==> src/rtl/core/c3vs_pkg.sv <==
// c3vs_pkg: shared widths, types and register codes of the 3x3 valid convolution block
// no dependencies; used by every module in rtl/core

package c3vs_pkg;

    localparam int DEF_MAX_WIDTH  = 32;
    localparam int DEF_MAX_HEIGHT = 1024;

    localparam int PIX_W    = 16;
    localparam int PROD_W   = 32;
    localparam int PART_W   = 34;
    localparam int SUM_W    = 35;
    localparam int ROW_W    = 10;
    localparam int COL_W    = 5;
    localparam int IMG_W_W  = 6;
    localparam int IMG_H_W  = 11;
    localparam int KROW_W   = 48;
    localparam int APB_AW   = 6;
    localparam int APB_DW   = 64;
    localparam int S_DATA_W = 16;
    localparam int M_DATA_W = 56;

    localparam logic [IMG_W_W-1:0] RST_IMG_W = 6'd28;
    localparam logic [IMG_H_W-1:0] RST_IMG_H = 11'd28;

    typedef enum logic [2:0] {
        REG_IMG_W = 3'd0,
        REG_IMG_H = 3'd1,
        REG_K_TOP = 3'd2,
        REG_K_MID = 3'd3,
        REG_K_BOT = 3'd4
    } reg_idx_t;

    // position info of one item as it leaves the scan counters
    typedef struct packed {
        logic             prod;
        logic [ROW_W-1:0] row;
        logic [COL_W-1:0] col;
        logic             last;
    } scan_t;

    // one window column, index 0 is the oldest row
    typedef logic [2:0][PIX_W-1:0] column_t;

endpackage

==> src/rtl/core/c3vs_col_cell.sv <==
// c3vs_col_cell: one window column, its three products and their partial sum
// depends on c3vs_pkg; chained so each cell hands its column to the older neighbor

module c3vs_col_cell (
    input  logic                                aclk,
    input  logic                                shift_en,
    input  logic                                en,
    input  c3vs_pkg::column_t                   col_in,
    input  c3vs_pkg::column_t                   coef,
    output c3vs_pkg::column_t                   col_out,
    output logic signed [c3vs_pkg::PART_W-1:0]  partial
);

    c3vs_pkg::column_t                   col_reg;
    logic signed [c3vs_pkg::PIX_W-1:0]   samp [3];
    logic signed [c3vs_pkg::PIX_W-1:0]   wgt  [3];
    logic signed [c3vs_pkg::PROD_W-1:0]  prod_next [3];
    logic signed [c3vs_pkg::PROD_W-1:0]  prod_reg  [3];
    logic signed [c3vs_pkg::PART_W-1:0]  part_next, part_reg;

    always_comb begin
        for (int i = 0; i < 3; i++) begin
            samp[i]      = col_reg[i];
            wgt[i]       = coef[i];
            prod_next[i] = samp[i] * wgt[i];
        end
        part_next = c3vs_pkg::PART_W'(prod_reg[0]) + c3vs_pkg::PART_W'(prod_reg[1])
                  + c3vs_pkg::PART_W'(prod_reg[2]);
    end

    always_ff @(posedge aclk) begin
        if (shift_en) begin
            col_reg <= col_in;
        end
        if (en) begin
            for (int i = 0; i < 3; i++) begin
                prod_reg[i] <= prod_next[i];
            end
            part_reg <= part_next;
        end
    end

    assign col_out = col_reg;
    assign partial = part_reg;

endmodule

==> config.mk <==
export PLATFORM = sky130hd
export DESIGN_NAME = c3vs_col_cell
export DESIGN_NICKNAME = d
export VERILOG_FILES = /design/src/rtl/core/c3vs_pkg.sv /design/src/rtl/core/c3vs_col_cell.sv
export SDC_FILE = /design/constraint.sdc
export NUM_CORES = 2
export LEC_CHECK = 0
export BUFFER_PORTS_ARGS = -buffer_cell sky130_fd_sc_hd__buf_4
export CAP_MARGIN = 20
export CORE_AREA = 3 3 291 293
export CTS_CLUSTER_DIAMETER = 100
export CTS_CLUSTER_SIZE = 25
export DETAILED_ROUTE_END_ITERATION = 6
export DIE_AREA = 0 0 294 296
export PLACE_DENSITY = 0.59
export SYNTH_ARGS = -nofsm -noshare
export SYNTH_HDL_FRONTEND = slang
export SYNTH_SLANG_ARGS = --single-unit
==> constraint.sdc <==
create_clock -name aclk -period 10.3 [get_ports aclk]
set_input_delay 1.545 -clock aclk [delete_from_list [all_inputs] [get_ports aclk]]
set_output_delay 1.545 -clock aclk [all_outputs]
set_load 0.02 [all_outputs]
# After elaboration in Yosys (flattened, before gate mapping)
# Memory sizes are Yosys's and may differ from the RTL's.
# Index checks and enable logic that the tools add are counted.
# word_totals
register_bits	82
mem_bits_rw	96
inputBits	99
out_inout_bits	82
wordCells	12
mem_count	1
# classes
addsub	2
multipliers	3
mux	2
# memory_table
name	depth	width	rd	rd_ports_with_merged_regs	wr	line_no	text
prod_reg	3	32	3	0	3	c3vs_col_cell.sv:18	logic signed [c3vs_pkg::PROD_W-1:0] prod_reg [3];
# op_table
op	n
$mul 16x16->32	3
$add 33x32->34	1
$add 32x32->33	1
$mux 1	2

# Longest topological paths before layout
# logic_depth
ltp_word	2
depth_mapped	24
ltp_nobuf	23

# Worst setup path before layout
# Ideal clock, no wire load.
# synth_timing
path_kind	in2reg
start	input coef[1] (netlist bit)
end	memory prod_reg[0][30] (netlist bit), data pin
setup_ns	0.258
t_arrival_ns	7.216
t_required_ns	10.042
path_slack_ns	2.827
path_stages	20
path_buffers	1
path_cell_list	clkbuf_1 -> nand2_1 -> inv_1 -> fa_1 -> fa_1 -> fa_1 -> fa_1 -> fa_1 -> inv_1 -> fa_1 -> inv_1 -> ha_1 -> a21o_1 -> a21o_1 -> a21oi_1 -> nor2b_1 -> or4_1 -> a31o_1 -> a21oi_2 -> xnor2_1
# synth_rtl
element	line_no	text
start: declaration	c3vs_col_cell.sv:9	input c3vs_pkg::column_t coef,
end: declaration	c3vs_col_cell.sv:18	

==> run metrics <==
total setup buffers inserted after CTS=0; share of post-route cells with drive strength above 1=6.34%; main combinational cell family by area after synthesis=adder cells; setup TNS=0 ns; Hold WS=0.744 ns; share of Yosys cell area claimed by the top area cell type=44.5%; core outline area=82100 µm²; root buffer cell=sky130_fd_sc_hd__clkbuf_16; total inserted antenna cells=0; post-synthesis cell type with the largest combined area=sky130_fd_sc_hd__fa_1; maximum clock frequency=roughly 0.14 GHz; # fillers=7797; die outline width=between 200 and 300 µm; worst-path fanout max=16; Simple-Gate Fraction of Synth Area=12.9%; clock tree from TritonCTS=yes; Post-synth EDFFs=178; top-level port count=181; Placement Cell Area=39200 µm²; category of the worst setup path launch point=input port; via density per instance=5.03; mean routed wirelength per cell=18.0 µm; synthesis-stage register bit count=approximately 180; hold-fix buffer count after cts=0; aggregate global routing overflow=0; Hold Path Depth=2; later-pin clock latency in the skew report=0.50 ns; flip-flop count of the largest register after layout=96; start-to-end type of the worst setup path=input port to flip-flop; RePlAce Congestion=0.830; total DRC errors in the routed layout=0; DIE AREA=87000 µm²; remaining antenna violation count=0; most used cells in the layout excluding fill and tap cells=sky130_fd_sc_hd__inv_1, sky130_fd_sc_hd__fa_1, sky130_fd_sc_hd__nand2_1; clock skew=0.0272 ns; Final Max Tran Viols=0; initial core utilization=44.8%; period utilization=71.1%; pin count of the biggest net entering global routing=73; summed area of non-filler cells in the final layout=39800 µm²; Layout Utilization=48.4%; cell types occupying the most area after synthesis=sky130_fd_sc_hd__fa_1, sky130_fd_sc_hd__edfxtp_1, sky130_fd_sc_hd__ha_1; share of the synthesized area in compound gates (AO/OA/AOI/OAI)=under 10%; Clock Sinks=178; number of instances in the synthesized netlist=3637; Unique masters post-synth=between 60 and 70; CTS Buf Count=17; fin nets=4938; warning count from the yosys run=0; origin of the critical flop-to-flop path=col_out[15]; vias in the first global route=27.1k; Total GRT Usage=21.6%; sequential element share of the synthesized area=14.5%; relative area change from synthesis to final layout=8.05%; Vert. Die Dim=296 µm; sequential standard cell area=5350 µm²; Final Hold Fails=0; final number of setup-violating endpoints=0; Critical Path Source=coef[1]; summed instance area of the synthesized netlist=36800 µm²; post-synthesis adder-cell area fraction=between 50% and 60%; Max H-tree Level=4; setup repair after global routing missed its margin=false; multi-input combinational cell area=27800 µm²; initial antenna violation count=0; post-cts resize count=0; Req. time, crit path=10.56 ns; buffer levels on the longest clock path=2; num rows=105; actual slew at the worst max-slew pin=0.937 ns; overall routed net length=a little under 90000 µm; first drt pass iteration count=6; violation count after the first detailed-routing iteration=1188; Min Clock Period, post-route=~7.3 ns; total vias in the final route=24.3k; commonest non-fill, non-tap cell in the layout=sky130_fd_sc_hd__inv_1; Worst-path clk slew=approximately 0.090 ns; ys flop type=sky130_fd_sc_hd__edfxtp_1; number of cells on the worst reg-to-reg path=19; asr flop ratio synth=0%; result of the run=finished, final reports clean; start point of the worst min-delay path=prod_reg[0][33]; signal arrival time at the worst endpoint=7.58 ns; worst relative slew slack=between 30% and 40%; multiplexer share of the synthesized area=0%; post-synthesis xor/xnor area fraction=3.14%; global-route wire length before repair=~150000 µm; number of max-cap violations=0; HPWL reported at the end of detailed placement=~70000 µm; Worst Setup End Kind=flip-flop; Synthesized Nets=4833; class of the tightest hold or removal check=flip-flop to flip-flop; mean instance size in the synthesized netlist=10.1 µm²; count of input and output buffers=180
[worst max-delay path: stages]
cell and delay, ns:
sky130_fd_sc_hd__buf_4 0.21, sky130_fd_sc_hd__nand2_1 0.12, sky130_fd_sc_hd__inv_1 0.17, sky130_fd_sc_hd__fa_1 0.55
sky130_fd_sc_hd__fa_1 0.86, sky130_fd_sc_hd__fa_1 0.53, sky130_fd_sc_hd__fa_1 0.50, sky130_fd_sc_hd__fa_1 0.48
sky130_fd_sc_hd__inv_1 0.05, sky130_fd_sc_hd__fa_1 0.47, sky130_fd_sc_hd__inv_1 0.04, sky130_fd_sc_hd__ha_1 0.34
sky130_fd_sc_hd__a21o_1 0.19, sky130_fd_sc_hd__a21o_1 0.17, sky130_fd_sc_hd__a21oi_1 0.24, sky130_fd_sc_hd__nor2b_1 0.09
sky130_fd_sc_hd__or4_1 0.55, sky130_fd_sc_hd__a31o_1 0.24, sky130_fd_sc_hd__a21oi_2 0.14, sky130_fd_sc_hd__xnor2_1 0.07
[worst paths after layout]
path              slack (ns)              end
setup / recovery        2.98  prod_reg[0][30]
hold / removal          0.74       partial[1]
setup reg to reg        3.38  prod_reg[0][30]
hold reg to reg         0.74       partial[1]
[layout make-up]
type | count | share of cell area [%]
sequential | 178 | 13.4
inverter | 880 | 8.30
clock buffer | 18 | 1.08
clock inverter | 14 | 0.462
multi-input combinational | 2482 | 69.9
timing repair buffer | 183 | 3.46
tap | 1070 | 3.37
[Yosys cell counts (18+ instances only)]
library cell	number
sky130_fd_sc_hd__inv_1	879
sky130_fd_sc_hd__fa_1	819
sky130_fd_sc_hd__nand2_1	402
sky130_fd_sc_hd__and2_1	357
sky130_fd_sc_hd__ha_1	278
sky130_fd_sc_hd__edfxtp_1	178
sky130_fd_sc_hd__xnor2_1	107
sky130_fd_sc_hd__clkbuf_1	96
sky130_fd_sc_hd__nor2_1	93
sky130_fd_sc_hd__a21oi_1	82
sky130_fd_sc_hd__a21o_1	47
sky130_fd_sc_hd__o21ai_0	40
sky130_fd_sc_hd__nand2b_1	32
sky130_fd_sc_hd__xor2_1	25
sky130_fd_sc_hd__o21a_1	20
sky130_fd_sc_hd__nand3_1	18
sky130_fd_sc_hd__nor3_1	18
[cell families after synthesis]
| group | Yosys count |
|---|---|
| fa+ha+maj | 1097 |
| buf+inv | 977 |
| simple gates | 963 |
| compound gates | 290 |
| flops | 178 |
| xor+xnor | 132 |
[per-layer routing]
| layer | track usage [%] | vias to the layer above | routed length, µm |
|---|---|---|---|
| met5 | 0 | - | 0 |
| met4 | 5.51 | 0 | 1900 |
| met3 | 3.47 | 86 | 4470 |
| met2 | 35.2 | 553 | 40800 |
| met1 | 30.3 | 12507 | 39700 |
| li1 | - | 11122 | - |
[stage by stage]
step / setup slack (ns) / instances
final: 2.98 / 4825
after global routing: 2.60 / 4825
after CTS: 3.03 / 4825
after detailed placement: 2.50 / 4793
after global placement: 2.55 / 4793
after floorplan: 2.83 / 3637
Power is not shown: default switching activity piles up to over one toggle a cycle in this logic, so the estimate is an artifact.
