`config.mk`:
```
export PLATFORM = sky130hd
export DESIGN_NAME = c3vs_scan_ctrl
export DESIGN_NICKNAME = d
export VERILOG_FILES = /design/src/rtl/core/c3vs_pkg.sv /design/src/rtl/core/c3vs_scan_ctrl.sv
export SDC_FILE = /design/constraint.sdc
export NUM_CORES = 1
export LEC_CHECK = 0
export ABC_AREA = 1
export BUFFER_PORTS_ARGS = -buffer_cell sky130_fd_sc_hd__buf_2
export CELL_PAD_IN_SITES_DETAIL_PLACEMENT = 1
export CELL_PAD_IN_SITES_GLOBAL_PLACEMENT = 1
export CORE_MARGIN = 2
export CORE_UTILIZATION = 39
export DETAILED_ROUTE_END_ITERATION = 10
export PLACE_DENSITY = 0.79
export SETUP_SLACK_MARGIN = 0.02
export SLEW_MARGIN = 40
export SYNTH_ARGS = -nofsm -noshare
export SYNTH_HDL_FRONTEND = slang
export SYNTH_SLANG_ARGS = --single-unit
```
`constraint.sdc`:
```
create_clock -name aclk -period 5.4 [get_ports aclk]
set_clock_uncertainty 0.15 [all_clocks]
set_input_delay 1.08 -clock aclk [delete_from_list [all_inputs] [get_ports aclk]]
set_output_delay 1.08 -clock aclk [all_outputs]
set_load 0.02 [all_outputs]
```
`src/rtl/core/c3vs_pkg.sv`:
```
// c3vs_pkg: shared widths, types and register codes of the 3x3 valid convolution block
// no dependencies; used by every module in rtl/core

package c3vs_pkg;

    localparam int DEF_MAX_WIDTH  = 32;
    localparam int DEF_MAX_HEIGHT = 1024;

    localparam int PIX_W    = 16;
    localparam int PROD_W   = 32;
    localparam int PART_W   = 34;
    localparam int SUM_W    = 35;
    localparam int ROW_W    = 10;
    localparam int COL_W    = 5;
    localparam int IMG_W_W  = 6;
    localparam int IMG_H_W  = 11;
    localparam int KROW_W   = 48;
    localparam int APB_AW   = 6;
    localparam int APB_DW   = 64;
    localparam int S_DATA_W = 16;
    localparam int M_DATA_W = 56;

    localparam logic [IMG_W_W-1:0] RST_IMG_W = 6'd28;
    localparam logic [IMG_H_W-1:0] RST_IMG_H = 11'd28;

    typedef enum logic [2:0] {
        REG_IMG_W = 3'd0,
        REG_IMG_H = 3'd1,
        REG_K_TOP = 3'd2,
        REG_K_MID = 3'd3,
        REG_K_BOT = 3'd4
    } reg_idx_t;

    // position info of one item as it leaves the scan counters
    typedef struct packed {
        logic             prod;
        logic [ROW_W-1:0] row;
        logic [COL_W-1:0] col;
        logic             last;
    } scan_t;

    // one window column, index 0 is the oldest row
    typedef logic [2:0][PIX_W-1:0] column_t;

endpackage

```
`src/rtl/core/c3vs_scan_ctrl.sv`:
```
// c3vs_scan_ctrl: raster column/row counters with size clamping and wrap
// depends on c3vs_pkg

module c3vs_scan_ctrl #(
    parameter int MAX_WIDTH  = c3vs_pkg::DEF_MAX_WIDTH,
    parameter int MAX_HEIGHT = c3vs_pkg::DEF_MAX_HEIGHT,
    parameter int CW         = $clog2(MAX_WIDTH),
    parameter int RW         = $clog2(MAX_HEIGHT)
) (
    input  logic                          aclk,
    input  logic                          aresetn,
    input  logic                          accept,
    input  logic [c3vs_pkg::IMG_W_W-1:0]  image_width,
    input  logic [c3vs_pkg::IMG_H_W-1:0]  image_height,
    output logic [CW-1:0]                 col_addr,
    output c3vs_pkg::scan_t               scan
);

    logic [CW-1:0] col_reg, col_next;
    logic [RW-1:0] row_reg, row_next;
    logic [31:0]   w_val, h_val, last_col_full, last_row_full, row_m2, col_m2;
    logic [CW-1:0] last_col, col_eff;
    logic [RW-1:0] last_row;
    logic          col_end, row_end;

    always_comb begin
        w_val = 32'(image_width);
        if (w_val < 32'd3) begin
            w_val = 32'd3;
        end else if (w_val > 32'(MAX_WIDTH)) begin
            w_val = 32'(MAX_WIDTH);
        end
        h_val = 32'(image_height);
        if (h_val < 32'd3) begin
            h_val = 32'd3;
        end else if (h_val > 32'(MAX_HEIGHT)) begin
            h_val = 32'(MAX_HEIGHT);
        end
        last_col_full = w_val - 32'd1;
        last_row_full = h_val - 32'd1;
        last_col      = last_col_full[CW-1:0];
        last_row      = last_row_full[RW-1:0];

        // a width shrink can leave the column past the new row end
        col_eff = (col_reg > last_col) ? last_col : col_reg;
        col_end = (col_eff == last_col);
        row_end = (row_reg >= last_row);

        row_m2 = 32'(row_reg) - 32'd2;
        col_m2 = 32'(col_eff) - 32'd2;
        scan.prod = (32'(row_reg) >= 32'd2) && (32'(col_eff) >= 32'd2);
        scan.row  = row_m2[c3vs_pkg::ROW_W-1:0];
        scan.col  = col_m2[c3vs_pkg::COL_W-1:0];
        scan.last = col_end && row_end;

        col_next = col_reg;
        row_next = row_reg;
        if (accept) begin
            if (col_end) begin
                col_next = '0;
                row_next = row_end ? '0 : row_reg + RW'(1);
            end else begin
                col_next = col_eff + CW'(1);
            end
        end
    end

    assign col_addr = col_eff;

    always_ff @(posedge aclk) begin
        if (!aresetn) begin
            col_reg <= '0;
            row_reg <= '0;
        end else begin
            col_reg <= col_next;
            row_reg <= row_next;
        end
    end

    a_frame_wrap: assert property (@(posedge aclk) disable iff (!aresetn)
        (accept && col_end && row_end) |=> (col_reg == '0 && row_reg == '0))
        else $error("counters did not wrap at frame end");

endmodule

```
# Word level (Yosys, flattened, before mapping)
# Index checks and enable logic that the tools add are counted.
[classes] addsub=6 magnitude_cmp=8 eq_ne=1 n_mux=7 n_reduce_logical=3
[op_table] cell="$mux W10" n=3
[op_table] cell="$mux W5" n=4
[op_table] cell="$gt A11 B11 Y1 const B" n=1
[op_table] cell="$lt A11 B2 Y1 const B" n=1
[op_table] cell="$add A10 B1 Y10 const B" n=1
[op_table] cell="$ge A10 B10 Y1" n=1
[op_table] cell="$ge A10 B2 Y1 const B" n=1
[op_table] cell="$sub A10 B1 Y10 const B" n=1
[op_table] cell="$sub A10 B2 Y10 const B" n=1
[op_table] cell="$gt A6 B6 Y1 const B" n=1
[op_table] cell="$lt A6 B2 Y1 const B" n=1
[op_table] cell="$add A5 B1 Y5 const B" n=1
[op_table] cell="$eq A5 B5 Y1" n=1
[op_table] cell="$ge A5 B2 Y1 const B" n=1
[op_table] cell="$gt A5 B5 Y1" n=1
[op_table] cell="$sub A5 B1 Y5 const B" n=1
[op_table] cell="$sub A5 B2 Y5 const B" n=1
[op_table] cell="$logic_and A1 B1 Y1" n=2
[op_table] cell="$reduce_and A2 Y1" n=1
[word_totals] reg_bits=15 input_bits=20 elab_cells=27

# Longest topological paths before layout
# Gate-level depths: netlist (run 1).
[depth] depth_word=8 depth_mapped=22 depth_no_buf=21

# Worst setup path after synthesis (run 1)
# Ideal clock, no wire load.
[synth_path] path_kind="input port to output port" start="input port image_width[3] (netlist name)" end="output port scan[16] (netlist name)" t_arrival_ns=4.002 setup_slack_ns=0.168 path_stages=18 n_path_buf=1 cell_sequence="nor2_1 -> nand3_1 -> nand2_1 -> inv_1 -> ha_1 -> xor2_1 -> ha_1 -> nand2_1 -> inv_1 -> nand4_2 -> nand3_2 -> nand2_2 -> buf_6 -> o21bai_1 -> inv_1 -> ha_1 -> nand2_1 -> a31oi_1"
[synth_rtl] item="from (decl)" line_no="c3vs_scan_ctrl.sv:13" rtl="input logic [c3vs_pkg::IMG_W_W-1:0] image_width,"
[synth_rtl] item="to (decl)" line_no="c3vs_scan_ctrl.sv:16" rtl="output c3vs_pkg::scan_t scan"

==> reports/qor.txt, run 1 <==
Initial Util: 41.0%
n_diodes: 0
Hold Crit Class: register to register
top post-synthesis cells by area: dfxtp_1 (14%), ha_1 (14%), nand2_1 (12%)
Peak Freq: 194 MHz
CTS tree: yes
synthesized cell area: 2130 um^2
RSZ-0062 raised after global routing: false
synth cell count leaders: nand2_1 (67), inv_1 (50), nor2_1 (40), ha_1 (24), nand3_1 (23)
Yosys top cell area share: 14.1%
most numerous cell in the Yosys netlist: nand2_1
final period utilization: 95.4%
fin. max-slew vios: 0
worst-case vdd ir drop: 0.299 mV
worst reg2reg path depth: 11
drt pass-1 iters: 4
required time worst endpoint: 4170 ps
Worst Hold Launch: col_reg[1]
PwrDens: 336 nW/um^2
Final min period: 5150 ps
clk buf depth: 2
hold path depth: 2
pin count of the biggest net entering global routing: 15
GP Congestion: 0.820
Worst R2R Setup Slack: 2660 ps
DRC Markers: 0
critical path arrival: 3920 ps
Top Ports: 42
final setup violating endpoints: 0
CP max-delay cell: ha_1
core box area: 5200 um^2
vias post-DR: 2307
DR WL/cell: 13.3 um
reg2reg end: col_reg[2]
critical path's largest stage delay: 330 ps
GRT Total Usage: 20.2%
layout cell share with drive strength beyond 1: 22.3%
CP startpoint kind: primary input
Vias/cell: 5.12
post-synthesis sequential area ratio: 14.1%
worst skew pair latency: 250 ps
cell row count: 26
endpoint class of the critical path: output pin
Synth Register Bits: 15
HPWL Detailed: 4990 um
synthesis-to-finish area growth: 18.8%
cells after synthesis: 334
async set or reset register ratio after synthesis: 0%
Mapped Nets: 378
CTS Buf Count: 3
Hold Vio Cnt, Final: 0
Worst Hold Endpoint: col_reg[1]
Chip Height: 78.0 um
Final nets: 426
vias in the first global route: 2207
ys flop type: dfxtp_1
final wirelength: 5990 um
outcome: completed
LEAKAGE: 1.34 nW
CP Max Fanout: 7
CP cell instances: buf_2 > nor2_1 > nand3_2 > nand2_2 > inv_1 > ha_1 > nand3_1 > xor2_1 > ha_1 > nand3_1 > nand2_1 > inv_1 > nand3_4 > a21oi_1 > o21bai_2 > inv_1 > ha_1 > nand2_1 > a31oi_1 > buf_2
Hold Slack: 380 ps
Ys Warns: 0
Slew headroom: 71.5%
DR iter-0 viols: 58
initial antenna violation count: 0
Least-Margin Pin Slew: 423 ps
Yosys top cell by area: dfxtp_1
clk root buf: clkbuf_8
H-tree Lvls: 1
maxcap violations: 0
clk slew on worst S/H paths: 60 ps
Port-buffer cells: 41
Post-synth EDFFs: 0
kind of critical path: primary input to output pin
gr ovfl total: 0
post-synth cell types: 36
setup tns final: 0 ps
DIE AREA: 6080 um^2
Die W: 78.0 um
first-pass GRT wire length: 10100 um
Routed Antenna Nets: 0
# clock sinks: 15
max reg flops: 10
r2r startpoint: col_reg[2]
syn avg cell area: 6.39 um^2
[worst max-delay path by stage]
| stage | startpoint | to | slack [ps] |
|---|---|---|---|
| after floorplan | image_width[3] | scan[16] | 170 |
| after global placement | image_width[3] | scan[16] | 180 |
| after detailed placement | image_width[3] | scan[4] | 90 |
| after CTS | image_width[3] | scan[4] | 70 |
| after global routing | image_width[3] | scan[0] | 20 |
| final | image_width[3] | scan[16] | 250 |
[cells in the final DEF, fill, tap and decap left out, types with 2 or more instances in the layout]
master	count
nand3_2	6
nor4_1	3
a21oi_1	14
a31oi_1	3
nand2_1	65
nor2_1	39
buf_2	41
inv_2	3
or2_2	4
xor2_1	17
nand3_4	2
nand3_1	22
dfxtp_1	15
nand3b_1	5
clkbuf_8	3
nand2_2	9
buf_4	7
o21ai_0	9
nand4_1	15
inv_1	49
ha_1	24
nor2_8	2
nor3_1	7
xnor2_1	2
[stage by stage]
step	util [%]	setup slack, ps	instance area (um^2)	std cells	total power [mW]
6_report	48.7	250	2530	451	0.850
5_1_grt	48.7	18.8	2530	451	0.923
4_1_cts	47.5	71.1	2470	448	0.838
3_5_place_dp	46.6	86.6	2420	444	0.738
3_3_place_gp	46.6	183	2420	444	0.724
2_1_floorplan	-	168	2130	334	0.571
[layer usage]
metal	track usage, %	vias to the layer above	share of wire [%]
li1	-	1188	-
met1	27.0	1082	49
met2	35.5	35	48
met3	2.91	2	2.8
met4	2.11	0	0.28
met5	0	-	0
[power by group]
group          internal, mW  switching [mW]  leakage (nW)
sequential            0.125          0.0256         0.122
combinational         0.213           0.391          1.20
clock                0.0523          0.0421        0.0228
[area by class of cell]
type / instances / area (um^2)
clock buffers: 4 / 45.0
well taps: 70 / 87.6
inverters: 52 / 195
flip-flops and latches: 15 / 300
multi-input cells: 262 / 1650
repair buffers: 48 / 258
fillers: 739 / 2670
[cell families (layout without fill, tap and decap cells)]
group / count (synthesis) / in the layout / synth area share (%)
AO/OA/AOI/OAI: 31 / 31 / 7.98
XOR/XNOR: 20 / 20 / 8.21
adder cells (fa/ha/maj): 24 / 24 / 14.1
buffers and inverters: 58 / 104 / 11.0
flip-flops: 15 / 15 / 14.1
AND/OR/NAND/NOR: 186 / 187 / 44.7
[what timing repair did]
action	4_1_cts	5_1_grt
setup buffers	0	2
hold buffers	0	0
resized for setup	0	10
setup endpoints to repair	0	5
[worst max-delay path, delay by kind of cell]
family | cells | cell delay [ps]
AND/OR/NAND/NOR | 8 | 850
XOR/XNOR | 1 | 230
adder cells (fa/ha/maj) | 3 | 770
buffers and inverters | 5 | 590
AO/OA/AOI/OAI | 3 | 410
(Power assumes the default switching activity.)
==> inputs of run 2 (changes only) <==
--- a/config.mk
+++ b/config.mk
@@ -5,12 +5,11 @@
 export SDC_FILE = /design/constraint.sdc
 export NUM_CORES = 1
 export LEC_CHECK = 0
-export ABC_AREA = 1
 export BUFFER_PORTS_ARGS = -buffer_cell sky130_fd_sc_hd__buf_2
 export CELL_PAD_IN_SITES_DETAIL_PLACEMENT = 1
 export CELL_PAD_IN_SITES_GLOBAL_PLACEMENT = 1
 export CORE_MARGIN = 2
-export CORE_UTILIZATION = 39
+export CORE_UTILIZATION = 40
 export DETAILED_ROUTE_END_ITERATION = 10
 export PLACE_DENSITY = 0.79
 export SETUP_SLACK_MARGIN = 0.02
==> run 2 against run 1 <==
The flow now finishes with violations (setup timing); via count fell by 2.3%; global-route usage rose by 2.8 points; power fell by 52%; critical path depth fell by 1; non-clock buffer count rose by 16; combinational power fell by 68%; setup slack got worse by 250 ps; maximum frequency fell by 4.7%; wire length rose by 9.3%; sequential share of layout area fell by 0.29 points; register-to-register slack got worse by 880 ps; synthesized cell count fell by 18%; largest cell class unchanged.
==> reports/qor.txt, run 2 <==
critical path arrival: 4170 ps (+250 ps)
DR iter-0 viols: 158 (+170%)
cells after synthesis: 275 (-18%)
max reg flops: 10 (unchanged)
Peak Freq: 185 MHz (-4.7%)
setup tns final: -0.973 ps (-0.973 ps)
final period utilization: 100% (+4.7 points)
most common cell after layout, fill and taps aside: buf_2
initial antenna violation count: 0 (unchanged)
n_diodes: 0 (unchanged)
Initial Util: 42.3% (+1.3 points)
Least-Margin Pin Slew: 576 ps (+153 ps)
first-pass GRT wire length: 10400 um (+3.5%)
top post-synthesis cells by area: dfxtp_1 (15%), ha_1 (15%), nand2_1 (5.9%)
DRC Markers: 0 (unchanged)
post-synth cell types: 58 (+61%)
worst-case vdd ir drop: 0.0701 mV (-77%)
final setup violating endpoints: 1 (+1)
DIE AREA: 5680 um^2 (-6.5%)
maxcap violations: 0 (unchanged)
Yosys top cell by area: dfxtp_1
syn avg cell area: 7.41 um^2 (+16%)
HPWL Detailed: 5040 um (+0.95%)
post-synthesis sequential area ratio: 14.7% (+0.66 points)
synthesis-to-finish area growth: 27.4%
Post-synth EDFFs: 0 (unchanged)
cell row count: 25 (-3.8%)
Hold Slack: 413 ps (+32.8 ps)
DR WL/cell: 16.4 um (+24%)
r2r startpoint: col_reg[2]
PwrDens: 157 nW/um^2 (-53%)
CP Max Fanout: 6 (-1)
Routed Antenna Nets: 0 (unchanged)
worst reg2reg path depth: 15 (+4)
Die W: 75.4 um (-3.3%)
Hold Crit Class: register to register
Critical Path End: scan[16]
endpoint class of the critical path: output pin
reg2reg end: col_reg[4]
synthesized cell area: 2040 um^2 (-4.5%)
crit path launch: image_width[2]
outcome: finished, violations left
RSZ-0062 raised after global routing: true
kind of critical path: primary input to output pin
Final min period: 5400 ps (+251 ps)
pin count of the biggest net entering global routing: 14 (-1)
required time worst endpoint: 4170 ps (about the same)
Mapped Nets: 319 (-16%)
GP Congestion: 0.821 (+0.20%)
H-tree Lvls: 1 (unchanged)
Top Ports: 42 (unchanged)
clk buf depth: 2 (unchanged)
GRT Total Usage: 23.0% (+2.8 points)
Synth Register Bits: 15 (unchanged)
Vias/cell: 5.67 (+11%)
most frequent cells in the layout: buf_2 (39), nand2_1 (31), buf_4 (24)
async set or reset register ratio after synthesis: 0% (unchanged)
CP startpoint kind: primary input
vias in the first global route: 2185 (-1.0%)
LEAKAGE: 1.10 nW (-18%)
post-layout worst setup margin: -0.973 ps (-251 ps)
final wirelength: 6540 um (+9.3%)
drt pass-1 iters: 4 (unchanged)
# clock sinks: 15 (unchanged)
most numerous cell in the Yosys netlist: nand2_1
clk slew on worst S/H paths: 70 ps (about the same)
Hold Vio Cnt, Final: 0 (unchanged)
Worst R2R Setup Slack: 1780 ps (-880 ps)
core box area: 4820 um^2 (-7.5%)
worst skew pair latency: 250 ps (about the same)
Chip Height: 75.4 um (-3.3%)
Final nets: 376 (-12%)
Yosys top cell area share: 14.7% (+0.66 points)
CTS Buf Count: 3 (unchanged)
vias post-DR: 2255 (-2.3%)
ys flop type: dfxtp_1
layout cell share with drive strength beyond 1: 29.6% (+7.3 points)
fin. max-slew vios: 0 (unchanged)
CTS tree: yes
Port-buffer cells: 41 (unchanged)
synth cell count leaders: nand2_1 (32), ha_1 (24), a21oi_1 (23), inv_1 (22), nor2_1 (18)
failing checks: setup timing
clk root buf: clkbuf_8
utilization after layout: 53.9% (+5.2 points)
Slew headroom: 60.6% (-11 points)
gr ovfl total: 0 (unchanged)
Ys Warns: 0 (unchanged)
==> run 2: worst min path at each step <==
stage	startpoint	to	depth (start not counted)
finish	row_reg[0]	row_reg[0]	2
global route	row_reg[0]	row_reg[0]	2
CTS	row_reg[0]	row_reg[0]	2
detailed placement	row_reg[0]	row_reg[0]	2
global placement	row_reg[0]	row_reg[0]	2
floorplan	row_reg[0]	row_reg[0]	2
==> run 2: what timing repair did <==
item / CTS / global route
pin swaps: 2 / 8
gates resized for setup: 7 / 16
hold buffers: 0 / 0
endpoints found under the setup margin: 2 / 7
setup buffers: 1 / 6
==> run 2: critical path: stages <==
cell	delay, ps
buf_2	120
nor3_4	250
o21ai_2	110
ha_4	200
nand4bb_1	110
a21oi_2	80
nor2_2	100
inv_1	100
ha_4	280
nand4b_1	160
nand2_2	150
o211ai_1	140
a32o_2	310
buf_6	140
a21oi_2	210
ha_2	230
and3_1	160
a22oi_2	70
buf_4	180
==> run 2: layout make-up <==
| cell class | count | area, um^2 |
|---|---|---|
| clock buffers | 3 | 41.3 |
| clock inverters | 1 | 5.00 |
| fillers | 628 | 2220 |
| inverters | 22 | 82.6 |
| multi-input cells | 226 | 1700 |
| flip-flops and latches | 15 | 300 |
| well taps | 67 | 83.8 |
| repair buffers | 64 | 387 |
==> run 2: metal layers <==
metal	vias up	share of wire (%)	wire, um	global-route usage (%)
met4	0	1.2	78	3.90
met1	1095	45	2970	32.0
li1	1104	-	-	-
met2	48	50	3270	39.7
met3	8	3.3	219	1.32
met5	-	0	0	0
==> run 2: cells by family (layout without fill, tap and decap cells) <==
kind of cell | Yosys count | in the layout | synth area share (%)
AO/OA/AOI/OAI | 72 | 72 | 24.9
XOR/XNOR | 20 | 20 | 9.33
adder cells (fa/ha/maj) | 24 | 24 | 14.7
buffers and inverters | 34 | 90 | 6.88
flip-flops | 15 | 15 | 14.7
multiplexers | 5 | 5 | 2.52
AND/OR/NAND/NOR | 105 | 105 | 26.9
==> run 2: per-stage QoR <==
stage	std cells	setup WS [ps]	total power, mW	cell area (um^2)
after CTS	392	24.6	0.389	2470
final	398	-0.973	0.407	2600
after global routing	398	-160	0.433	2600
after global placement	387	66.1	0.289	2400
after floorplan	275	78.8	0.234	2050
after detailed placement	387	-125	0.294	2400
==> run 2: where the power goes <==
part           switching (mW)  internal [mW]
clock network          0.0413         0.0511
logic                   0.109         0.0848
registers             0.00711          0.114
total                   0.157          0.250
==> inputs of run 3 (changes only) <==
--- a/config.mk
+++ b/config.mk
@@ -6,7 +6,7 @@
 export NUM_CORES = 1
 export LEC_CHECK = 0
 export BUFFER_PORTS_ARGS = -buffer_cell sky130_fd_sc_hd__buf_2
-export CELL_PAD_IN_SITES_DETAIL_PLACEMENT = 1
+export CELL_PAD_IN_SITES_DETAIL_PLACEMENT = 0
 export CELL_PAD_IN_SITES_GLOBAL_PLACEMENT = 1
 export CORE_MARGIN = 2
 export CORE_UTILIZATION = 40
==> run 3 against run 2 <==
The run now ends clean; critical path depth increased by 1; final cell count increased by 0.50%; sequential power about the same; clock-buffer cell count increased by 1; power about the same; wire length decreased by 16%; largest cell class unchanged; highest routed layer unchanged.
==> reports/qor.txt, run 3 (synthesis gave the netlist of run 2 again) <==
Hold Vio Cnt, Final: 0 (unchanged)
Peak Freq: 188 MHz (+1.7%)
critical path arrival: 4080 ps (-90 ps)
clk root buf: clkbuf_8
worst skew pair latency: 250 ps (about the same)
Hold Crit Class: register to register
clk slew on worst S/H paths: 60 ps (about the same)
Die W: 75.4 um (unchanged)
reg2reg end: col_reg[4]
most frequent cells in the layout: buf_2 (40), nand2_1 (31), buf_4 (25)
Final nets: 378 (+0.53%)
n_diodes: 0 (unchanged)
Final min period: 5310 ps (-91.0 ps)
final setup violating endpoints: 0 (-1)
layout cell share with drive strength beyond 1: 30.0% (+0.42 points)
drt pass-1 iters: 4 (unchanged)
HPWL Detailed: 4150 um (-18%)
Vias/cell: 5.49 (-3.1%)
worst reg2reg path depth: 15 (unchanged)
endpoint class of the critical path: output pin
CTS Buf Count: 3 (unchanged)
Chip Height: 75.4 um (unchanged)
hold path depth: 2 (unchanged)
Routed Antenna Nets: 0 (unchanged)
gr ovfl total: 0 (unchanged)
CP Max Fanout: 5 (-1)
core box area: 4820 um^2 (unchanged)
Top Ports: 42 (unchanged)
# clock sinks: 15 (unchanged)
Worst Hold Endpoint: row_reg[0]
Tot Pwr: 0.407 mW (about the same)
kind of critical path: primary input to output pin
H-tree Lvls: 1 (unchanged)
final wirelength: 5480 um (-16%)
GRT Total Usage: 18.7% (-4.2 points)
Hold Slack: 403 ps (-10.2 ps)
vias in the first global route: 1810 (-17%)
max reg flops: 10 (unchanged)
setup tns final: 0 ps (+0.973 ps)
Least-Margin Pin Slew: 546 ps (-30.2 ps)
synthesis-to-finish area growth: 28.5%
utilization after layout: 54.4% (+0.47 points)
clk buf depth: 2 (unchanged)
required time worst endpoint: 4170 ps (about the same)
post-layout worst setup margin: 90.0 ps (+91.0 ps)
DR WL/cell: 13.7 um (-17%)
Design Area, Final: 2620 um^2 (+0.87%)
Port-buffer cells: 41 (unchanged)
fin. max-slew vios: 0 (unchanged)
DIE AREA: 5680 um^2 (unchanged)
RSZ-0062 raised after global routing: true
dpl cells: 387 (unchanged)
maxcap violations: 0 (unchanged)
PwrDens: 155 nW/um^2 (-0.88%)
cell row count: 25 (unchanged)
non-filler cells, final: 400 (+0.50%)
CTS Hold Buffers Added: 0 (unchanged)
worst-case vdd ir drop: 0.0662 mV (-5.6%)
Worst R2R Setup Slack: 1900 ps (+120 ps)
vias post-DR: 2195 (-2.7%)
crit path launch: image_width[2]
most common cell after layout, fill and taps aside: buf_2
DR iter-0 viols: 192 (+22%)
Slew headroom: 62.7% (+2.1 points)
outcome: completed
LEAKAGE: 1.10 nW (+0.17%)
Post-DP Area: 2400 um^2 (unchanged)
CTS tree: yes
pin count of the biggest net entering global routing: 14 (unchanged)
final period utilization: 98.3% (-1.7 points)
Worst Hold Launch: row_reg[0]
first-pass GRT wire length: 8470 um (-19%)
CP startpoint kind: primary input
DP Worst Slack: -45.1 ps (+79.9 ps)
r2r startpoint: col_reg[2]
initial antenna violation count: 0 (unchanged)
DRC Markers: 0 (unchanged)
GP Congestion: 0.821 (unchanged)
Initial Util: 42.3% (unchanged)
[run 3: layout make-up]
cell class | instances | area, um^2
clock buffer | 4 | 45.0
fill | 484 | 2200
inverter | 22 | 82.6
multi-input combinational | 226 | 1710
sequential | 15 | 300
tap | 67 | 83.8
timing repair buffer | 66 | 399
[run 3: critical path: stages]
cell       delay, ps
buf_2            120
nor3_4           230
o21ai_2          100
ha_2             220
nand4bb_1        120
a21oi_2           80
nor2_2           140
inv_2             60
ha_4             260
nand4b_1         130
nand2_2          130
o211ai_1         120
a32o_2           300
buf_6            140
a21oi_4          210
inv_2             80
ha_1             210
nand2_1           80
a22oi_2           80
buf_4            180
[run 3: worst max-delay path by stage]
| stage | slack, ps | cells after the start | end |
|---|---|---|---|
| floorplan | 80 | 17 | scan[16] |
| global placement | 70 | 18 | scan[16] |
| detailed placement | -50 | 20 | scan[16] |
| CTS | 30 | 20 | scan[16] |
| global route | -110 | 19 | scan[16] |
| finish | 90 | 20 | scan[16] |
[run 3: repair_timing]
action                                  in CTS  in global routing
cloned                                       0                  0
setup buffers                                0                  9
endpoints found under the setup margin       1                  5
gates resized for setup                      3                 23
pin swaps                                    0                 10
[run 3: routing by layer]
metal  vias up  part of all wire (%)  GRT usage (%)
met2        67                    46           29.1
met5         -                     0              0
met3         2                   4.6           1.72
li1       1117                     -              -
met1      1009                    49           28.4
met4         0                  0.57           3.12
[run 3: report_power, final]
| group | leakage [nW] | switching, mW | internal (mW) | total, mW |
|---|---|---|---|---|
| clock | 0.0228 | 0.0385 | 0.0522 | 0.0907 |
| sequential | 0.121 | 0.00710 | 0.114 | 0.121 |
| combinational | 0.961 | 0.107 | 0.0883 | 0.195 |
