$ cat src/rtl/core/c3vs_pkg.sv
// c3vs_pkg: shared widths, types and register codes of the 3x3 valid convolution block
// no dependencies; used by every module in rtl/core

package c3vs_pkg;

    localparam int DEF_MAX_WIDTH  = 32;
    localparam int DEF_MAX_HEIGHT = 1024;

    localparam int PIX_W    = 16;
    localparam int PROD_W   = 32;
    localparam int PART_W   = 34;
    localparam int SUM_W    = 35;
    localparam int ROW_W    = 10;
    localparam int COL_W    = 5;
    localparam int IMG_W_W  = 6;
    localparam int IMG_H_W  = 11;
    localparam int KROW_W   = 48;
    localparam int APB_AW   = 6;
    localparam int APB_DW   = 64;
    localparam int S_DATA_W = 16;
    localparam int M_DATA_W = 56;

    localparam logic [IMG_W_W-1:0] RST_IMG_W = 6'd28;
    localparam logic [IMG_H_W-1:0] RST_IMG_H = 11'd28;

    typedef enum logic [2:0] {
        REG_IMG_W = 3'd0,
        REG_IMG_H = 3'd1,
        REG_K_TOP = 3'd2,
        REG_K_MID = 3'd3,
        REG_K_BOT = 3'd4
    } reg_idx_t;

    // position info of one item as it leaves the scan counters
    typedef struct packed {
        logic             prod;
        logic [ROW_W-1:0] row;
        logic [COL_W-1:0] col;
        logic             last;
    } scan_t;

    // one window column, index 0 is the oldest row
    typedef logic [2:0][PIX_W-1:0] column_t;

endpackage

$ cat src/rtl/core/c3vs_line_buf.sv
// c3vs_line_buf: two line memories holding the previous two input rows
// depends on c3vs_pkg; feeds the newest window column into the cell chain

module c3vs_line_buf #(
    parameter int MAX_WIDTH = c3vs_pkg::DEF_MAX_WIDTH,
    parameter int CW        = $clog2(MAX_WIDTH)
) (
    input  logic                        aclk,
    input  logic                        en,
    input  logic                        wr_en,
    input  logic [CW-1:0]               rd_addr,
    input  logic [c3vs_pkg::PIX_W-1:0]  pixel,
    output c3vs_pkg::column_t           col_out
);

    logic [c3vs_pkg::PIX_W-1:0] mem_prev  [MAX_WIDTH];
    logic [c3vs_pkg::PIX_W-1:0] mem_prev2 [MAX_WIDTH];
    logic [c3vs_pkg::PIX_W-1:0] rd_prev_reg, rd_prev2_reg, px_reg;
    logic [CW-1:0]              wr_addr_reg;

    // read at accept into registers, then written back from them at the same column once the pipeline advances
    always_ff @(posedge aclk) begin
        if (en) begin
            rd_prev_reg  <= mem_prev[rd_addr];
            rd_prev2_reg <= mem_prev2[rd_addr];
            px_reg       <= pixel;
            wr_addr_reg  <= rd_addr;
        end
        if (wr_en) begin
            mem_prev2[wr_addr_reg] <= rd_prev_reg;
            mem_prev[wr_addr_reg]  <= px_reg;
        end
    end

    assign col_out[0] = rd_prev2_reg;
    assign col_out[1] = rd_prev_reg;
    assign col_out[2] = px_reg;

endmodule

$ cat config.mk
export PLATFORM = sky130hd
export DESIGN_NAME = c3vs_line_buf
export DESIGN_NICKNAME = d
export VERILOG_FILES = /design/src/rtl/core/c3vs_pkg.sv /design/src/rtl/core/c3vs_line_buf.sv
export SDC_FILE = /design/constraint.sdc
export NUM_CORES = 1
export LEC_CHECK = 0
export CAP_MARGIN = 20
export CORE_MARGIN = 4
export CORE_UTILIZATION = 40
export CTS_CLUSTER_DIAMETER = 100
export DETAILED_ROUTE_END_ITERATION = 16
export DONT_BUFFER_PORTS = 1
export PLACE_DENSITY_LB_ADDON = 0.12
export SETUP_SLACK_MARGIN = 0.2
export SLEW_MARGIN = 20
export SYNTH_ARGS = -nofsm -noshare
export SYNTH_HDL_FRONTEND = slang
export SYNTH_SLANG_ARGS = --single-unit
$ cat constraint.sdc
create_clock -name aclk -period 7.61 [get_ports aclk]
set_input_delay 1.522 -clock aclk [delete_from_list [all_inputs] [get_ports aclk]]
set_output_delay 1.522 -clock aclk [all_outputs]
set_load 0.005 [all_outputs]
### Word level (Yosys, flattened, before mapping)

Memory sizes are Yosys's and may differ from the RTL's. A register that Yosys moved wholly into a read port is not among the register bits.
Index checks and enable logic that the tools add are counted.

* output and inout bits: 48
* word-level logic and storage cells: 6
* RAM bits: 1024
* bits in registers: 21
* input port bits: 24
* memories: 2

Memory list
* mem_prev: depth 32, width 16, rd ports 1, clocked after memory_dff 1, write ports 1, line c3vs_line_buf.sv:16 `logic [c3vs_pkg::PIX_W-1:0] mem_prev [MAX_WIDTH];`
* mem_prev2: depth 32, width 16, rd ports 1, clocked after memory_dff 1, write ports 1, line c3vs_line_buf.sv:17 `logic [c3vs_pkg::PIX_W-1:0] mem_prev2 [MAX_WIDTH];`

* muxes and demuxes: 2

Operators with widths (number)
* $mux 1: 2

### Depth between registers and ports, before layout

Gate-level depths: netlist (run 1).

* depth after elaboration: 2
* mapped depth: 8
* gate-level depth less buffers: 5

### Least setup slack after synthesis (run 1)

OpenSTA, ideal clock, no wires.

* path kind: in2reg
* from: input wr_en
* to: memory mem_prev2[12][0] in the netlist's numbering, enable pin
* data arrival time: 3510 ps
* required time: 7189 ps
* path slack: 3679 ps
* library setup time: 421 ps
* path buffers: 1
* stages on the path: 3
* path through: or3b_2 -> clkbuf_1 -> nor2_1

* longest elaborated chain between the ends: 2

Ends and longest elaborated chain
* start: declaration: line c3vs_line_buf.sv:10 `input logic wr_en,`
* $mux 1: line c3vs_line_buf.sv:29 `if (wr_en) begin`
* $mux 1 (not written as such): line c3vs_line_buf.sv:30 `mem_prev2[wr_addr_reg] <= rd_prev_reg;`
* end: declaration: line c3vs_line_buf.sv:17

No other way between the ends.

==> results of run 1 <==
==> power by group through the flow <==
stage	Clock, mW	Combinational (mW)	Sequential, mW
after floorplan	0	0.333	6.88
after global placement	0	0.549	6.86
after detailed placement	0	0.557	6.86
after CTS	5.39	0.557	6.74
after global routing	5.64	0.622	6.72
final	5.29	0.638	6.71
==> placed cells by master (no fill, tap or decap), types with 5 or more instances in the layout <==
cell type | netlist | routed
sky130_fd_sc_hd__buf_4 | 34 | 70
sky130_fd_sc_hd__clkinv_1 | 0 | 31
sky130_fd_sc_hd__buf_8 | 0 | 7
sky130_fd_sc_hd__a22oi_1 | 96 | 96
sky130_fd_sc_hd__mux2i_1 | 512 | 512
sky130_fd_sc_hd__nand3b_1 | 5 | 5
sky130_fd_sc_hd__nand3_1 | 98 | 98
sky130_fd_sc_hd__nor3_1 | 32 | 32
sky130_fd_sc_hd__edfxtp_1 | 1077 | 1077
sky130_fd_sc_hd__clkbuf_16 | 0 | 114
sky130_fd_sc_hd__clkinv_2 | 0 | 12
sky130_fd_sc_hd__bufinv_16 | 0 | 10
sky130_fd_sc_hd__a22o_1 | 64 | 64
sky130_fd_sc_hd__a31oi_1 | 32 | 32
sky130_fd_sc_hd__nand2_1 | 99 | 98
sky130_fd_sc_hd__clkbuf_1 | 40 | 34
sky130_fd_sc_hd__nor2_4 | 0 | 33
sky130_fd_sc_hd__a21oi_1 | 96 | 96
==> final timing paths <==
check                        startpoint                   endpoint  slack, ns
min          mem_prev[16][11]$_DFFE_PP_  rd_prev_reg[11]$_DFFE_PP_       0.67
min reg2reg  mem_prev[16][11]$_DFFE_PP_  rd_prev_reg[11]$_DFFE_PP_       0.67
max                          rd_addr[0]   rd_prev_reg[7]$_DFFE_PP_       2.02
max reg2reg    wr_addr_reg[1]$_DFFE_PP_  mem_prev[9][13]$_DFFE_PP_       4.68
==> kinds of logic (layout without fill, tap and decap cells) <==
group | count (synthesis) | after routing | synth area share
flip-flops | 1077 | 1077 | 0.780
multiplexers | 512 | 512 | 0.124
AO/OA/AOI/OAI | 288 | 288 | 0.0473
AND/OR/NAND/NOR | 278 | 278 | 0.0302
buffers and inverters | 127 | 286 | 0.0184
==> tightest hold or removal path: stages (launching register included) <==
cell and delay (ns):
sky130_fd_sc_hd__edfxtp_1 0.32, sky130_fd_sc_hd__mux2i_1 0.06, sky130_fd_sc_hd__nand2_1 0.06, sky130_fd_sc_hd__a31oi_1 0.06, sky130_fd_sc_hd__nand3_1 0.06
==> routing by layer <==
metal | up-vias | wire, µm
met5 | - | 0
met4 | 0 | 2700
met3 | 152 | 5270
met2 | 582 | 54200
met1 | 11321 | 52200
li1 | 9251 | -
==> cell type report <==
| cell class | count | area [µm²] | area share |
|---|---|---|---|
| multi-input combinational | 1078 | 8610 | 0.184 |
| timing repair buffer | 80 | 698 | 0.0149 |
| clock inverter | 58 | 527 | 0.0112 |
| tap | 1368 | 1710 | 0.0365 |
| clock buffer | 148 | 2980 | 0.0636 |
| sequential | 1077 | 32300 | 0.690 |
==> Implementation_results.wiki, run 1 <==
{| class="wikitable"
! Metric !! Value
|-
| Sequential Power Share || 0.531
|-
| Routed len/inst || 30.0 µm
|-
| Via count || 21306
|-
| Number of diodes || 0
|-
| Layout filler cell count || 8718
|-
| Met3 routing resource usage after global routing || 0.0292
|-
| Period minus WS final || 5.59 ns
|-
| Clock group share of total power || 0.418
|-
| Via count of the first global-routing pass || 21369
|-
| Hold WC Path Type || register to register
|-
| GR Util met1 || 0.300
|-
| Ys flop type || sky130_fd_sc_hd__edfxtp_1
|-
| Violations in the final reports || slew limit
|-
| Clock latency on the worst-skew pair || 0.68 ns
|-
| Number of hold buffers added after CTS || 0
|-
| Floorplan die height || 330 µm
|-
| Minimum hold slack || 0.666 ns
|-
| Max-slew violation count || 459
|-
| Final setup skew || 0.0224 ns
|-
| Leakage component of the power || 16.0 nW
|-
| Post-Route WL || 114 mm
|-
| Core region area || 102000 µm²
|-
| Setup repair after global routing missed its margin || no
|-
| Number of cells on the worst reg-to-reg path || 3
|-
| Cell chosen for the clock root || sky130_fd_sc_hd__clkbuf_16
|-
| Ratio of total power to cell area || 270 nW/µm²
|-
| Result of the run || complete, but fails checks
|-
| Path type of the worst setup path || input pin to register
|-
| Number of failing setup endpoints in the final timing report || 0
|-
| Post-cts resize count || 0
|-
| Switching power total || 2.66 mW
|-
| Critical path peak fanout || 513
|-
| Worst path depth || 4
|-
| Crit end category || register
|-
| Post-CTS Setup Inserts || 0
|-
| Detailed placement HPWL || 58.4 mm
|-
| Critical Path, Cell by Cell || mux2i_1 > a22oi_1 > a31oi_1 > nand3_1
|-
| Setup slack after layout || 2.02 ns
|-
| Number of buffers added by the clock tree synthesis step || 113
|-
| Sort of element at the start of the critical path || input pin
|-
| Rows || 117
|-
| Slowest cell delay on critical path || 1.45 ns
|-
| Hold depth || 4
|-
| Largest net degree at the start of global routing || 514
|-
| Final Instance Area || 46900 µm²
|-
| ANT nets after route || 0
|-
| Detailed-router iteration count before antenna repair || 5
|-
| Gr busiest metal || met2
|-
| GR Overflow Total || 0
|-
| Synthesized net count || 2306
|-
| Total negative slack || 0 ns
|-
| Post-synth EDFFs || 1077
|-
| Total of max-cap violations || 0
|-
| DRC violation total after the first TritonRoute iteration || 1845
|-
| List of most frequent post-synthesis cells || sky130_fd_sc_hd__edfxtp_1 (1077), sky130_fd_sc_hd__mux2i_1 (512), sky130_fd_sc_hd__nand2_1 (99)
|-
| Total global routing track utilization || 0.208
|-
| Proportion of synthesized flip-flops having asynchronous set or reset || 0
|-
| Initial antenna violation count || 1
|-
| H-tree depth || 3
|-
| Internal Power || 9.98 mW
|-
| Final total power || 12.6 mW
|-
| Area growth from synthesis to final layout || 13.1%
|-
| Proportion of layout cells with a drive suffix above 1 || 0.108
|-
| Maximum VDD drop || 0.188 mV
|-
| Wire length of the first global-routing pass || 161 mm
|-
| Fraction of synthesized cell area taken by the top area cell type || 0.780
|-
| Worst Setup Slack post-DPL || 3.68 ns
|-
| Number of synthesis warnings || 0
|-
| Most frequent cell after synthesis || sky130_fd_sc_hd__edfxtp_1
|-
| CTS tree || built
|-
| Routability-driven placement congestion ratio || 0.748
|-
| Fin nets || 2374
|-
| Port Buf Inserts || 0
|-
| Cell Area, Placed || 43200 µm²
|-
| Max Clk Rate || 179 MHz
|-
| Top cells by area, synth || sky130_fd_sc_hd__edfxtp_1 (78%), sky130_fd_sc_hd__mux2i_1 (12%), sky130_fd_sc_hd__a22oi_1 (1.7%), sky130_fd_sc_hd__a22o_1 (1.4%), sky130_fd_sc_hd__nand3_1 (1.2%)
|-
| Clock transition at the registers of the reported paths || 0.06 ns
|-
| Cell total after placement || 3595
|-
| Clock Sinks || 1077
|-
| Cell accounting for the most synthesized area || sky130_fd_sc_hd__edfxtp_1
|-
| Met2 GRT Util || 0.336
|-
| Post-synthesis instance area || 41400 µm²
|-
| Sw Ratio || 0.211
|-
| Average cell area after synthesis || 18.2 µm²
|-
| Sequential share of the synthesized area || 0.780
|-
| Count of mapped cells out of synthesis || 2282
|-
| Required time of the critical path || 8.02 ns
|-
| Remaining max-slew budget at the tightest pin || -2.44
|-
| Die X-Extent || 330 µm
|-
| Part of the cycle the worst path needs || 0.735
|-
| Total buffers and inverters traversed by the critical path || 0
|-
| WP data arrival || 6.00 ns
|-
| Area of the die || 109000 µm²
|-
| Per-cell via count in the routed design || 5.59
|-
| Ports placed on the boundary || 72
|-
| Final hold violations || 0
|-
| DRC || 0
|-
| Logic pwr share || 0.050
|-
| Tightest Pin Transition || 5.16 ns
|-
| Non-filler instance count after layout || 3809
|-
| Initial cell density of the core || 0.405
|-
| Largest registers in the final layout || mem_prev2 (512), mem_prev (512)
|-
| Slowest CP cell || sky130_fd_sc_hd__mux2i_1
|-
| Maximum buffer depth of the clock tree || 3
|-
| Count of unique library cells instantiated by Yosys || 23
|-
| Core occupancy in the finished layout || 0.458
|-
| CP top delay family || multiplexers
|-
| Register bit total from synthesis || 1077
|}
Power figures use the tool's default switching activity.
==> run 2: changes to the inputs <==
==> constraint.sdc (replaced) <==
create_clock -name aclk -period 4.8 [get_ports aclk]
set_input_delay 0.96 -clock aclk [delete_from_list [all_inputs] [get_ports aclk]]
set_output_delay 0.96 -clock aclk [all_outputs]
set_load 0.005 [all_outputs]
==> Implementation_results.wiki, run 2 (same netlist as run 1, synthesis figures left out) <==
{| class="wikitable"
! Metric !! Value
|-
| Result of the run || completed
|-
| GR Overflow Total || 0
|-
| Tightest Pin Transition || 1.06 ns
|-
| Clock latency on the worst-skew pair || 0.68 ns
|-
| Port Buf Inserts || 0
|-
| Number of buffers added by the clock tree synthesis step || 111
|-
| DRC violation total after the first TritonRoute iteration || 1699
|-
| H-tree depth || 3
|-
| Maximum buffer depth of the clock tree || 3
|-
| Clock transition at the registers of the reported paths || 0.06 ns
|-
| CTS tree || built
|-
| Largest net degree at the start of global routing || 514
|-
| Layout filler cell count || 8736
|-
| WP data arrival || 4.33 ns
|-
| Number of failing setup endpoints in the final timing report || 0
|-
| Max Clk Rate || 263 MHz
|-
| Total of max-cap violations || 0
|-
| Final hold violations || 0
|-
| Switching power total || 4.43 mW
|-
| Clock Sinks || 1077
|-
| Floorplan die height || 330 µm
|-
| Area of the die || 109000 µm²
|-
| Required time of the critical path || 5.33 ns
|-
| Total global routing track utilization || 0.207
|-
| Path type of the worst setup path || input pin to register
|-
| Total negative slack || 0 ns
|-
| Part of the cycle the worst path needs || 0.792
|-
| Ports placed on the boundary || 72
|-
| Crit end category || register
|-
| ANT nets after route || 0
|-
| Post-Route WL || 113 mm
|-
| Ratio of total power to cell area || 428 nW/µm²
|-
| Maximum VDD drop || 0.294 mV
|-
| DRC || 0
|-
| Fin nets || 2387
|-
| Via count || 21052
|-
| Met2 GRT Util || 0.352
|-
| Final setup skew || 0.0267 ns
|-
| Number of diodes || 0
|-
| Setup slack of the worst register-to-register path || 2.18 ns
|-
| Post-CTS Setup Inserts || 0
|-
| Leading cell type in the layout, fill and taps excluded || sky130_fd_sc_hd__edfxtp_1
|-
| Remaining max-slew budget at the tightest pin || 0.296
|-
| Hold WC Path Type || input pin to register
|-
| Initial cell density of the core || 0.405
|-
| Rows || 117
|-
| Post-cts resize count || 0
|-
| Top library cells by usage in the layout, fill and taps aside || sky130_fd_sc_hd__edfxtp_1 (1077), sky130_fd_sc_hd__mux2i_1 (512), sky130_fd_sc_hd__clkbuf_16 (112)
|-
| Period minus WS final || 3.80 ns
|-
| Core occupancy in the finished layout || 0.462
|-
| Critical path peak fanout || 145
|-
| Detailed placement HPWL || 67.4 mm
|-
| Area growth from synthesis to final layout || 14.0%
|-
| Routability-driven placement congestion ratio || 0.768
|-
| Number of hold buffers added after CTS || 0
|-
| Wire length of the first global-routing pass || 160 mm
|-
| Proportion of layout cells with a drive suffix above 1 || 0.120
|-
| Sequential Power Share || 0.527
|-
| Gr busiest metal || met2
|-
| Initial antenna violation count || 4
|-
| Routed len/inst || 29.7 µm
|-
| Met3 routing resource usage after global routing || 0.0355
|-
| Detailed-router iteration count before antenna repair || 5
|-
| Per-cell via count in the routed design || 5.51
|-
| Clock group share of total power || 0.419
|-
| GR Util met1 || 0.273
|-
| Leakage component of the power || 16.2 nW
|-
| Largest registers in the final layout || mem_prev2 (512), mem_prev (512)
|-
| Cell chosen for the clock root || sky130_fd_sc_hd__clkbuf_16
|-
| Core region area || 102000 µm²
|-
| Via count of the first global-routing pass || 21208
|-
| Sort of element at the start of the critical path || input pin
|-
| Setup repair after global routing missed its margin || no
|-
| Sw Ratio || 0.219
|-
| Logic pwr share || 0.054
|-
| Max-slew violation count || 0
|-
| Die X-Extent || 330 µm
|-
| Internal Power || 15.8 mW
|}
==> run 2: cell types whose count changed in the layout (fill, tap and decap cells not counted) <==
cell	delta
sky130_fd_sc_hd__clkbuf_16	-2
sky130_fd_sc_hd__bufinv_16	+2
sky130_fd_sc_hd__clkinv_16	+1
sky130_fd_sc_hd__buf_4	+4
sky130_fd_sc_hd__clkinv_1	-7
sky130_fd_sc_hd__inv_6	+1
sky130_fd_sc_hd__buf_8	-7
sky130_fd_sc_hd__buf_16	+3
sky130_fd_sc_hd__clkinv_2	+13
sky130_fd_sc_hd__clkbuf_1	-10
sky130_fd_sc_hd__inv_16	+1
sky130_fd_sc_hd__buf_12	+15
==> run 2: per-layer routing <==
metal / routed length [µm] / vias to the layer above
met4: 3290 / 2
met3: 5750 / 151
met5: 11 / -
li1: - / 9278
met2: 56800 / 571
met1: 47500 / 11050
==> run 2: path summary, 6_finish.rpt <==
| path | startpoint | end | cells past startpoint |
|---|---|---|---|
| min reg2reg | mem_prev[17][6]$_DFFE_PP_ | rd_prev_reg[6]$_DFFE_PP_ | 4 |
| max | rd_addr[0] | rd_prev2_reg[4]$_DFFE_PP_ | 7 |
| min | pixel[12] | px_reg[12]$_DFFE_PP_ | 0 |
| max reg2reg | wr_addr_reg[1]$_DFFE_PP_ | mem_prev2[24][12]$_DFFE_PP_ | 3 |
==> run 2: power by group through the flow <==
stage | logic, mW | clock network, mW | registers, mW
finish | 1.09 | 8.48 | 10.7
global route | 1.16 | 9.08 | 10.7
CTS | 0.987 | 8.66 | 10.7
detailed placement | 0.986 | 0 | 10.9
global placement | 0.974 | 0 | 10.9
floorplan | 0.528 | 0 | 10.9
==> run 2: worst max-delay path, stage by stage <==
cell                      delay, ns
sky130_fd_sc_hd__buf_16        0.51
sky130_fd_sc_hd__buf_16        0.57
sky130_fd_sc_hd__buf_16        0.76
sky130_fd_sc_hd__mux2i_1       0.17
sky130_fd_sc_hd__a22oi_1       0.36
sky130_fd_sc_hd__nand3_1       0.33
sky130_fd_sc_hd__nand3_1       0.17
==> run 2: final cells by class <==
cell class,instances,area [µm²],share of cell area
multi-input combinational,1078,8610,0.182
tap,1368,1710,0.0362
timing repair buffer,95,1010,0.0213
clock inverter,69,684,0.0145
clock buffer,136,2890,0.0612
sequential,1077,32300,0.684
==> run 2: per-stage QoR <==
step	hold slack (ns)	cell area (µm²)	instances	setup WS [ns]	power [mW]
floorplan	0.629	41400	2282	1.43	11.4
global placement	0.671	43300	3601	1.27	11.8
detailed placement	0.681	43600	3614	1.35	11.8
CTS	0.322	47100	3819	1.84	20.3
global route	0.328	47200	3823	0.966	20.9
finish	0.376	47200	3823	1.00	20.2
==> run 3: changes to the inputs <==
==> constraint.sdc (replaced) <==
create_clock -name aclk -period 3.3 [get_ports aclk]
set_input_delay 0.66 -clock aclk [delete_from_list [all_inputs] [get_ports aclk]]
set_output_delay 0.66 -clock aclk [all_outputs]
set_load 0.005 [all_outputs]
==> Implementation_results.wiki, run 3 (same netlist as run 1, synthesis figures left out) <==
{| class="wikitable"
! Metric !! Value
|-
| Clock group share of total power || 0.416
|-
| ANT nets after route || 0
|-
| Cell chosen for the clock root || sky130_fd_sc_hd__clkbuf_16
|-
| DRC violation total after the first TritonRoute iteration || 1836
|-
| Internal Power || 22.8 mW
|-
| Number of hold buffers added after CTS || 0
|-
| Routed len/inst || 30.2 µm
|-
| Die X-Extent || 330 µm
|-
| Per-cell via count in the routed design || 5.57
|-
| Result of the run || completed
|-
| Top library cells by usage in the layout, fill and taps aside || sky130_fd_sc_hd__edfxtp_1 (1077), sky130_fd_sc_hd__mux2i_1 (512), sky130_fd_sc_hd__clkbuf_16 (117)
|-
| Most common cell type on the critical path || sky130_fd_sc_hd__buf_16
|-
| Initial antenna violation count || 2
|-
| Slowest cell delay on critical path || 0.51 ns
|-
| Largest registers in the final layout || mem_prev2 (512), mem_prev (512)
|-
| Area growth from synthesis to final layout || 14.6%
|-
| WP data arrival || 3.46 ns
|-
| Total of max-cap violations || 0
|-
| Detailed-router iteration count before antenna repair || 6
|-
| Total global routing track utilization || 0.211
|-
| Port Buf Inserts || 0
|-
| Setup repair after global routing missed its margin || no
|-
| Critical Path, Cell by Cell || buf_16 > buf_16 > buf_16 > mux2i_1 > a22o_1 > nor3_1 > a31oi_1 > nand3_1
|-
| Area of the die || 109000 µm²
|-
| H-tree depth || 3
|-
| Leading cell type in the layout, fill and taps excluded || sky130_fd_sc_hd__edfxtp_1
|-
| Initial cell density of the core || 0.405
|-
| Tightest Pin Transition || 0.896 ns
|-
| Ports placed on the boundary || 72
|-
| Routability-driven placement congestion ratio || 0.785
|-
| Sw Ratio || 0.218
|-
| Fin nets || 2414
|-
| Switching power total || 6.36 mW
|-
| Layout filler cell count || 8696
|-
| GR Overflow Total || 0
|-
| Clock latency on the worst-skew pair || 0.69 ns
|-
| Largest net degree at the start of global routing || 514
|-
| Core region area || 102000 µm²
|-
| Rows || 117
|-
| Via count || 21433
|-
| Maximum VDD drop || 0.389 mV
|-
| Post-cts resize count || 0
|-
| Max Clk Rate || 328 MHz
|-
| Path type of the worst setup path || input pin to register
|-
| Clock transition at the registers of the reported paths || 0.06 ns
|-
| Floorplan die height || 330 µm
|-
| Part of the cycle the worst path needs || 0.925
|-
| Logic pwr share || 0.052
|-
| Hold WC Path Type || input pin to register
|-
| Crit end category || register
|-
| Core occupancy in the finished layout || 0.464
|-
| Post-CTS Setup Inserts || 0
|-
| Number of buffers added by the clock tree synthesis step || 113
|-
| Number of diodes || 0
|-
| Maximum buffer depth of the clock tree || 3
|-
| Clock Sinks || 1077
|-
| Sort of element at the start of the critical path || input pin
|-
| Proportion of layout cells with a drive suffix above 1 || 0.126
|-
| Leakage component of the power || 16.3 nW
|-
| Via count of the first global-routing pass || 21568
|-
| Slowest CP cell || sky130_fd_sc_hd__buf_16
|-
| Post-Route WL || 116 mm
|-
| DRC || 0
|-
| Max-slew violation count || 0
|-
| Total negative slack || 0 ns
|-
| Final setup skew || 0.0175 ns
|-
| Critical path peak fanout || 113
|-
| Ratio of total power to cell area || 614 nW/µm²
|-
| Final hold violations || 0
|-
| Sequential Power Share || 0.532
|-
| Wire length of the first global-routing pass || 163 mm
|-
| Required time of the critical path || 3.71 ns
|-
| Remaining max-slew budget at the tightest pin || 0.402
|-
| Detailed placement HPWL || 63.5 mm
|-
| CTS tree || built
|-
| Period minus WS final || 3.05 ns
|-
| Number of failing setup endpoints in the final timing report || 0
|}
[run 3: cell types whose count changed in the layout (fill, tap and decap cells not counted), sizes merged]
cell	change
bufinv	-4
inv	-2
clkinvlp	+3
buf	+23
clkinv	-3
clkbuf	+7
[run 3: final timing paths]
path	startpoint	endpoint	slack [ns]	cells past startpoint
worst max-delay path	rd_addr[0]	rd_prev2_reg[4]$_DFFE_PP_	0.25	8
worst min-delay path	pixel[6]	px_reg[6]$_DFFE_PP_	0.06	0
worst max register to register	wr_addr_reg[1]$_DFFE_PP_	mem_prev[24][4]$_DFFE_PP_	0.92	3
worst min register to register	mem_prev2[17][8]$_DFFE_PP_	rd_prev2_reg[8]$_DFFE_PP_	0.67	4
[run 3: cell type report]
type	count	area, µm²	area share
clock buffers	141	2980	0.0627
clock inverters	63	536	0.0113
multi-input cells	1078	8610	0.181
flip-flops and latches	1077	32300	0.681
well taps	1368	1710	0.0361
repair buffers	120	1300	0.0274
[run 3: power groups by stage]
stage	Combinational, mW	Sequential [mW]	Clock, mW
floorplan	0.767	15.9	0
global placement	1.32	15.8	0
detailed placement	1.34	15.8	0
CTS	1.34	15.5	12.4
global route	1.63	15.5	12.9
finish	1.53	15.5	12.1
[run 3: worst max-delay path, delay by kind of cell]
kind,cells,cell delay [ns]
AO/OA/AOI/OAI,2,0.59
AND/OR/NAND/NOR,2,0.22
buffers and inverters,3,1.41
multiplexers,1,0.27
[run 3: per-stage QoR]
stage / hold slack, ns / worst slack, ns / instances / cell area [µm²] / total power [mW]
after floorplan: 0.629 / 0.231 / 2282 / 41400 / 16.6
after global placement: 0.661 / 0.817 / 3636 / 43800 / 17.1
after detailed placement: 0.658 / 0.797 / 3636 / 43800 / 17.1
after CTS: 0.0163 / 0.726 / 3840 / 47300 / 29.3
after global routing: 0.0197 / 0.257 / 3847 / 47500 / 30.1
final: 0.0650 / 0.247 / 3847 / 47500 / 29.2
[run 3: metal layers]
metal,vias to the layer above,GRT usage,part of all wire
li1,9318,-,-
met1,11323,0.301,0.45
met2,630,0.342,0.48
met3,162,0.0335,0.053
met4,0,0.0542,0.025
met5,-,0,0
